--- src/sv/tsps_pkg.sv ---
// shared types and constants of the three-axis step pulse scheduler
// request and result structs, command codes, axis count and timer constants
// no dependencies

package tsps_pkg;

  localparam int unsigned AXIS_COUNT = 3;
  localparam int unsigned TIME_W     = 32;
  localparam int unsigned COUNT_W    = 32;

  localparam logic [TIME_W-1:0] NEVER_TIME = 32'hFFFF_FFFF;

  // command codes
  localparam logic CMD_START = 1'b0;
  localparam logic CMD_TICK  = 1'b1;

  typedef struct packed {
    logic                  command;
    logic [COUNT_W-1:0]    steps_x;
    logic [COUNT_W-1:0]    steps_y;
    logic [COUNT_W-1:0]    steps_z;
    logic [TIME_W-1:0]     period_x;
    logic [TIME_W-1:0]     period_y;
    logic [TIME_W-1:0]     period_z;
    logic [AXIS_COUNT-1:0] direction_in;
    logic [AXIS_COUNT-1:0] limit_blocked;
  } in_req_t;

  typedef struct packed {
    logic [AXIS_COUNT-1:0] step_mask;
    logic [AXIS_COUNT-1:0] direction_out;
    logic                  busy_res;
    logic                  move_done;
  } out_res_t;

  // per-axis status handed to the top level
  typedef struct packed {
    logic pulse;     // step pulse given on this tick
    logic busy_cur;  // steps left before this request
    logic busy_nxt;  // steps left after this request
  } axis_status_t;

endpackage

--- src/sv/tsps_axis.sv ---
// one axis of the step pulse scheduler: step count, period and event time
// depends on tsps_pkg

module tsps_axis import tsps_pkg::*; (
  input  logic               clk,
  input  logic               rst_n,
  input  logic               start,
  input  logic               tick,
  input  logic [COUNT_W-1:0] ld_steps,
  input  logic [TIME_W-1:0]  ld_period,
  input  logic [TIME_W-1:0]  elapsed_inc,
  input  logic               blocked,
  output axis_status_t       status
);

  logic [COUNT_W-1:0] steps_r, steps_nxt;
  logic [TIME_W-1:0]  period_r, period_nxt;
  logic [TIME_W-1:0]  event_r, event_nxt;
  logic [COUNT_W-1:0] steps_dec;
  logic               has_steps;
  logic               fire;

  assign has_steps = (steps_r != '0);
  assign steps_dec = steps_r - COUNT_W'(1);
  assign fire      = tick && has_steps && (elapsed_inc >= event_r);

  always_comb begin
    steps_nxt  = steps_r;
    period_nxt = period_r;
    event_nxt  = event_r;
    if (start) begin
      steps_nxt  = ld_steps;
      period_nxt = ld_period;
      event_nxt  = (ld_steps != '0) ? (ld_period >> 1) : NEVER_TIME;
    end else if (fire) begin
      steps_nxt = steps_dec;
      event_nxt = (steps_dec != '0) ? (event_r + period_r) : NEVER_TIME;
    end
  end

  assign status.pulse    = fire && !blocked;
  assign status.busy_cur = has_steps;
  assign status.busy_nxt = (steps_nxt != '0);

  always_ff @(posedge clk) begin
    if (!rst_n) begin
      steps_r  <= '0;
      period_r <= '0;
      event_r  <= NEVER_TIME;
    end else begin
      steps_r  <= steps_nxt;
      period_r <= period_nxt;
      event_r  <= event_nxt;
    end
  end

endmodule

--- src/sv/tsps_out_buf.sv ---
// result register with a skid stage for the step pulse scheduler
// depends on tsps_pkg

module tsps_out_buf import tsps_pkg::*; (
  input  logic     clk,
  input  logic     rst_n,
  input  logic     wr_en,
  input  out_res_t wr_res,
  output logic     full,
  output logic     out_valid,
  input  logic     out_stall,
  output out_res_t out_res
);

  logic     main_valid_r, main_valid_nxt;
  logic     skid_valid_r, skid_valid_nxt;
  out_res_t main_r, main_nxt;
  out_res_t skid_r, skid_nxt;
  logic     take;

  assign take = main_valid_r && !out_stall;

  always_comb begin
    main_valid_nxt = main_valid_r;
    skid_valid_nxt = skid_valid_r;
    main_nxt       = main_r;
    skid_nxt       = skid_r;
    if (take) begin
      if (skid_valid_r) begin
        main_nxt       = skid_r;
        skid_valid_nxt = 1'b0;
      end else begin
        main_valid_nxt = 1'b0;
      end
    end
    // the writer must write only while the skid stage is empty; this block does not enforce it
    if (wr_en) begin
      if (!main_valid_r || take) begin
        main_nxt       = wr_res;
        main_valid_nxt = 1'b1;
      end else begin
        skid_nxt       = wr_res;
        skid_valid_nxt = 1'b1;
      end
    end
  end

  always_ff @(posedge clk) begin
    if (!rst_n) begin
      main_valid_r <= 1'b0;
      skid_valid_r <= 1'b0;
    end else begin
      main_valid_r <= main_valid_nxt;
      skid_valid_r <= skid_valid_nxt;
    end
    main_r <= main_nxt;
    skid_r <= skid_nxt;
  end

  assign full      = skid_valid_r;
  assign out_valid = main_valid_r;
  assign out_res   = main_r;

endmodule

--- src/sv/three_axis_step_pulse_scheduler_unit.sv ---
// top level of the three-axis step pulse scheduler
// depends on tsps_pkg, tsps_axis and tsps_out_buf

// usage
//   in_valid / in_stall / in_req carry one request: a start (load step counts,
//   periods and directions for all axes) or a one-microsecond tick
//   out_valid / out_stall / out_res carry one result per request: step mask,
//   latched directions, busy and move-done
// result: the result of a request is loaded into the result register, or into its
//   skid stage while an untaken result waits there, at the edge that accepts it
// throughput: one request per cycle while in_stall is low; the timer state is
//   updated at the accepting edge, limited by one 32-bit compare and add per axis
// stall: the result register has a skid stage behind it, so one more request
//   is taken while a result waits; in_stall rises only when both are full
//   and falls the cycle after the receiver takes a result
// reset (rst_n low, synchronous): elapsed count and step counts cleared,
//   event times set to never, directions cleared, no results pending
// a start while a move runs replaces it; a tick while idle returns an
//   all-zero mask with busy and done low

module three_axis_step_pulse_scheduler_unit import tsps_pkg::*; (
  input  logic     clk,
  input  logic     rst_n,
  input  logic     in_valid,
  output logic     in_stall,
  input  in_req_t  in_req,
  output logic     out_valid,
  input  logic     out_stall,
  output out_res_t out_res
);

  logic                  accept;
  logic                  start;
  logic                  tick;
  logic                  buf_full;
  logic [TIME_W-1:0]     elapsed_r, elapsed_nxt;
  logic [TIME_W-1:0]     elapsed_inc;
  logic [AXIS_COUNT-1:0] direction_r, direction_nxt;
  logic [COUNT_W-1:0]    ld_steps  [AXIS_COUNT];
  logic [TIME_W-1:0]     ld_period [AXIS_COUNT];
  axis_status_t          status    [AXIS_COUNT];
  logic [AXIS_COUNT-1:0] pulse_vec;
  logic [AXIS_COUNT-1:0] busy_cur_vec;
  logic [AXIS_COUNT-1:0] busy_nxt_vec;
  out_res_t              res;

  // a request is taken whenever the skid stage is free
  assign in_stall = buf_full;
  assign accept   = in_valid && !buf_full;
  assign start    = accept && (in_req.command == CMD_START);
  assign tick     = accept && (in_req.command == CMD_TICK);

  // elapsed time as seen by this tick's compares
  assign elapsed_inc = elapsed_r + TIME_W'(1);

  assign ld_steps[0]  = in_req.steps_x;
  assign ld_steps[1]  = in_req.steps_y;
  assign ld_steps[2]  = in_req.steps_z;
  assign ld_period[0] = in_req.period_x;
  assign ld_period[1] = in_req.period_y;
  assign ld_period[2] = in_req.period_z;

  for (genvar g = 0; g < AXIS_COUNT; g++) begin : g_axis
    tsps_axis u_axis (
      .clk         (clk),
      .rst_n       (rst_n),
      .start       (start),
      .tick        (tick),
      .ld_steps    (ld_steps[g]),
      .ld_period   (ld_period[g]),
      .elapsed_inc (elapsed_inc),
      .blocked     (in_req.limit_blocked[g]),
      .status      (status[g])
    );
    assign pulse_vec[g]    = status[g].pulse;
    assign busy_cur_vec[g] = status[g].busy_cur;
    assign busy_nxt_vec[g] = status[g].busy_nxt;
  end

  always_comb begin
    elapsed_nxt   = elapsed_r;
    direction_nxt = direction_r;
    if (start) begin
      elapsed_nxt   = '0;
      direction_nxt = in_req.direction_in;
    end else if (tick) begin
      elapsed_nxt = elapsed_inc;
    end
  end

  always_ff @(posedge clk) begin
    if (!rst_n) begin
      elapsed_r   <= '0;
      direction_r <= '0;
    end else begin
      elapsed_r   <= elapsed_nxt;
      direction_r <= direction_nxt;
    end
  end

  // result of this request, built from the updated state
  always_comb begin
    res.step_mask     = pulse_vec;
    res.direction_out = direction_nxt;
    res.busy_res      = |busy_nxt_vec;
    // done only on the tick that uses up the last step
    res.move_done     = tick && (|busy_cur_vec) && !(|busy_nxt_vec);
  end

  tsps_out_buf u_out_buf (
    .clk       (clk),
    .rst_n     (rst_n),
    .wr_en     (accept),
    .wr_res    (res),
    .full      (buf_full),
    .out_valid (out_valid),
    .out_stall (out_stall),
    .out_res   (out_res)
  );

endmodule
--- config.mk ---
export PLATFORM = sky130hd
export DESIGN_NAME = three_axis_step_pulse_scheduler_unit
export DESIGN_NICKNAME = d
export VERILOG_FILES = /design/src/sv/tsps_pkg.sv /design/src/sv/tsps_axis.sv /design/src/sv/tsps_out_buf.sv /design/src/sv/three_axis_step_pulse_scheduler_unit.sv
export SDC_FILE = /design/constraint.sdc
export NUM_CORES = 1
export LEC_CHECK = 0
export BUFFER_PORTS_ARGS = -buffer_cell sky130_fd_sc_hd__buf_2
export CORE_MARGIN = 10
export CORE_UTILIZATION = 24
export CTS_CLUSTER_SIZE = 20
export DETAILED_ROUTE_END_ITERATION = 8
export PLACE_DENSITY_LB_ADDON = 0.05
export SLEW_MARGIN = 25
export SYNTH_ARGS = -nofsm -noshare
export SYNTH_HDL_FRONTEND = slang
export SYNTH_HIERARCHICAL = 1
export SYNTH_SLANG_ARGS = --single-unit
--- constraint.sdc ---
create_clock -name clk -period 6 [get_ports clk]
set_input_delay 0.9 -clock clk [delete_from_list [all_inputs] [get_ports clk]]
set_output_delay 0.9 -clock clk [all_outputs]
set_load 0.1 [all_outputs]
======== Yosys cells after proc, flatten, opt, wreduce, memory -nomap -nowiden ========
Index checks and enable logic that the tools add are counted.
word-level totals
  register bits ........................... 341
  output and inout port bits .............. 10
cells by class
  $add $sub $neg .......................... 7
  $lt $le $gt $ge ......................... 3
  multiplexer cells ....................... 30
  bitwise gates (word level) .............. 3
  reductions and logical operators ........ 42
operator list
  cell                     number
  $mux W32                 18
  $reduce_bool A32 Y1      12
  $add A32 B32 Y32         3
  $ge A32 B32 Y1           3
  $sub A32 B1 Y32 const B  3
  $add A32 B1 Y32 const B  1
  $mux W8                  4
  $logic_and A1 B1 Y1      15
  $logic_not A1 Y1         7
  $mux W1                  7
  $reduce_bool A2 Y1       3
  $reduce_or A3 Y1         2
  $mux W3                  1
  $not A1 Y1               3
  $reduce_and A2 Y1        1
  $reduce_or A2 Y1         1
  $logic_or A1 B1 Y1       1

======== Depth between registers and ports, before layout ========
  depth in word-level cells ............... 13
  gate-level depth with buffers ........... 23
  depth with buffers taken out ............ 21

======== Modules after synthesis ========
Netlist, hierarchy kept.
by module, submodules not included
  module                                instances  cells each  area each (um^2)
  tsps_axis (g_axis[0].u_axis)          1          959         7357.1
  tsps_axis (g_axis[2].u_axis)          1          912         7190.6
  tsps_axis (g_axis[1].u_axis)          1          920         7168.1
  three_axis_step_pulse_scheduler_unit  1          324         2481.1
  tsps_out_buf                          1          63          676.9

======== Worst setup path before layout ========
Ideal clock, no wire load.
  kind .................................... register to register
  start point ............................. reg elapsed_r[16]
  end point ............................... reg u_out_buf.main_r, in the netlist u_out_buf/out_res[0]
  library setup time ...................... 0.074 ns
  arrival ................................. 5.685 ns
  setup slack ............................. 0.241 ns
  stages on the path, launching flop included .. 22
  buffers on the path ..................... 2
  clock period less this slack ............ 5.759 ns
  cells stage by stage .................... dfxtp_1 clkbuf_1 nand4_1 nor4_4 clkbuf_1 nand3_1 xnor2_1 ha_1 nand4_1 or4_1 or4_1 o22a_1 a21oi_1 mux2_1 nor4b_1 o221ai_1 nor4_1 nand3_1 or3_1 nor3_1 nor2_1 a31oi_1
RTL lines
  item                      RTL line                                    text
  start: declaration        three_axis_step_pulse_scheduler_unit.sv:36  logic [TIME_W-1:0] elapsed_r, elapsed_nxt;
  start signal: assignment  three_axis_step_pulse_scheduler_unit.sv:96  elapsed_r <= elapsed_nxt;
  end signal: assignment    tsps_out_buf.sv:56                          main_r <= main_nxt;
  end: declaration          tsps_out_buf.sv:17                          out_res_t main_r, main_nxt;

==> metrics.txt <==
die height 342 um; Crit path arrival time 6.28 ns; root buf cell clkbuf_16; CP Capture Type register; Slew Viols, Final 0; Routed Antenna Nets 0; met2 Track Usage GR 28.2%; R2R depth 24; total CTS buffers 50; startpoint type of the worst setup path register; Hold WC Path Type reg -> reg; maximum clock rate 173 MHz; fillcell total 11,231; reg-to-reg endpoint u_out_buf/out_res[1]; setup clock skew after layout 0.0266 ns; Top-Level Pins 213; CORE AREA 103,000 um2; warning count from the yosys run 6; distinct cell type count of the synthesized netlist 106; first-pass GRT wire length 158,000 um; Area growth syn-to-layout 21.0%; Setup Viol. Count Final 0; Worst-path clk slew 0.06 ns; EDFF count, synth 8; register area share after synthesis 27.8%; GRT met1 Usage 24.1%; reg2reg start elapsed_r[0]; CTS Hold Buffers Added 0; async set-reset flop share out of synthesis 0%; Final Util 29.2%; Pwr Density 248 nW/um2; initial antenna violation count 3; Synth Register Bits 341; Vias/cell 5.07; I/O Buffers 212; Max clock buf depth 3; Critical Setup Path Class reg -> reg; Die W 342 um; WL/cell 21.8 um; row cnt 118; total grt overflow 0; CTS tree yes; gr busiest metal met2; total track usage 17.5%; nets 3,850; fin crit share 96.5%; remaining routing DRC violations 0; initial DRC count 1,539; routability cong. 0.862; TritonRoute pass-1 iters 6; share of cells above drive strength 1 15.9%; Pleak 0.0129 uW; largest net degree at the start of global routing 76; relative max-transition margin 30.5%; Final Critical Period 5.79 ns; Initial Util 24.1%; Mean Syn Cell Area 7.83 um2; MaxCap Viol Count 0; die area 117,000 um2; final wirelength 106,000 um; DP HPWL 82,100 um; r2r setup slk 0.21 ns; Mapped Area 24,900 um2; status completed; crit path max fanout 6; H-tree levels 2; min-delay src u_out_buf/out_res[7]; Setup crit start elapsed_r[0]; syn_nets 3,583; Data required, critical path 6.50 ns; met3 Resource Use GR 2.34%; Max IR drop VDD 0.167 mV; Min Hold Slack 0.470 ns; Slew @ Worst Pin 1.04 ns; Hold Vio Cnt, Final 0; Via Count 24,698; vias in the first global route 24,413; cells after synthesis 3,178; TritonCTS Sinks 341; Clock Latency Late Sink 0.64 ns; crit path to u_out_buf/out_res[1]; main flop type after synthesis dfxtp_1
==> layout by cell type (no fill, tap or decap), types with 12 or more instances in the layout <==
master / count
dfxtp_1: 331
nor2_1: 318
nand2_1: 288
buf_2: 211
ha_1: 198
a21oi_1: 190
o21ai_0: 169
buf_4: 159
inv_1: 147
xnor2_1: 104
xor2_1: 96
and2_1: 86
mux2i_1: 84
nand3_1: 75
nor3_1: 71
o22ai_1: 67
nor4_1: 64
nand4_1: 53
clkbuf_16: 51
o21ai_1: 50
a21o_1: 46
a31oi_1: 46
nand2b_1: 34
a211oi_1: 31
o211ai_1: 29
or4_1: 27
or3_1: 26
nor2b_1: 21
o2111ai_1: 20
a22oi_1: 19
o21a_1: 18
o221ai_1: 13
o31ai_1: 13
o311ai_1: 13
and3_1: 12
nand3b_1: 12
==> layout make-up <==
cell class	instances	area (um2)	area share (%)
Clock buffer	70	1430	4.74
Timing Repair Buffer	382	2440	8.10
Multi-Input combinational cell	2519	16800	55.8
Antenna cell	2	5.00	0.0166
Inverter	151	567	1.88
Sequential cell	341	6910	22.9
Clock inverter	22	245	0.814
Tap cell	1380	1730	5.73
==> critical path, stage by stage, from the launching register on <==
cell and delay [ns]:
dfxtp_1 0.37, ha_2 0.21, nand3_2 0.10, buf_4 0.18, nor3_4 0.22, buf_6 0.16, nand3_1 0.10, xnor2_1 0.15
ha_1 0.33, nand4_1 0.12, or4_4 0.58, or4_4 0.49, o22ai_4 0.17, buf_6 0.15, o211ai_2 0.08, xnor2_1 0.13
mux2_2 0.28, or4_4 0.55, nor4_2 0.32, buf_4 0.16, nand3_1 0.07, or3_4 0.42, buf_4 0.15, nor2_1 0.10
a31oi_1 0.05
==> what timing repair did <==
action / in CTS / in global routing
setup buffers: 0 / 12
resized for setup: 4 / 26
cloned: 0 / 2
pin swaps: 1 / 11
endpoints found under the setup margin: 4 / 4
==> metal layers <==
layer  up-vias  share of wire [%]
li1      12150                  -
met1     11794                 48
met4         0                2.4
met5         -                  0
met3       117                4.6
met2       637                 45
==> state kept, by name, indices dropped and copies added, names as in the netlist, named ones only <==
register and flops:
g_axis.u_axis/event_r 96, u_out_buf/out_valid 1, g_axis.u_axis/period_r 96, u_out_buf/out_res 8, elapsed_r 32, u_out_buf/skid_r 8
g_axis.u_axis/steps_r 96, direction_r 3
==> cells in the mapped netlist (46+ instances only) <==
cell type  count  area (um2)
a31oi_1       46         288
clkbuf_1     118         443
o21ai_0      169         846
nor2_1       319        1200
xnor2_1      104         911
nor4_1        68         425
nor3_1        74         370
ha_1         199        2490
a21oi_1      191         956
o21ai_1       50         250
nand3_1       75         375
and2_1        86         538
a21o_1        46         345
o22ai_1       68         425
dfxtp_1      333        6670
nand2_1      288        1080
xor2_1        96         841
inv_1        148         556
mux2i_1       84         841
nand4_1       53         332
==> cells by family (layout without fill, tap and decap cells) <==
family / Yosys count / after routing / synth area share (%)
other: 0 / 2 / 0
multiplexers: 92 / 92 / 3.74
XOR/XNOR: 200 / 200 / 7.04
buffers and inverters: 318 / 625 / 5.33
AO/OA/AOI/OAI: 840 / 840 / 21.7
AND/OR/NAND/NOR: 1185 / 1185 / 24.2
flip-flops: 341 / 341 / 27.8
adder cells (fa/ha/maj): 202 / 202 / 10.3
==> worst min-delay path by stage <==
stage	endpoint	slack, ns	cells past startpoint
after global placement	u_out_buf/out_res[2]	0.46	2
final	u_out_buf/out_res[7]	0.47	2
after CTS	g_axis[0].u_axis/event_r[6]	0.46	3
after global routing	g_axis[0].u_axis/period_r[22]	0.49	2
after floorplan	g_axis[0].u_axis/period_r[11]	0.45	2
after detailed placement	g_axis[0].u_axis/period_r[19]	0.47	2
==> power breakdown <==
part | internal [uW] | switching (uW) | total, uW
Combinational | 715 | 1140 | 1850
Sequential | 2390 | 129 | 2520
Clock | 1860 | 1230 | 3090
Total | 4970 | 2500 | 7470
==> metrics by stage <==
step / power (uW) / instance area, um2 / worst slack, ns / instances / TNS (ns)
after floorplan: 3830 / 24900 / 0.241 / 3178 / 0
after global placement: 4410 / 28200 / -0.0639 / 4759 / -0.0639
after detailed placement: 4410 / 28200 / -0.171 / 4759 / -0.266
after CTS: 7600 / 29900 / 0.00385 / 4851 / 0
after global routing: 7880 / 30100 / -0.00956 / 4865 / -0.0114
final: 7470 / 30100 / 0.213 / 4867 / 0
Note: power is estimated with default switching activity, not from simulation.
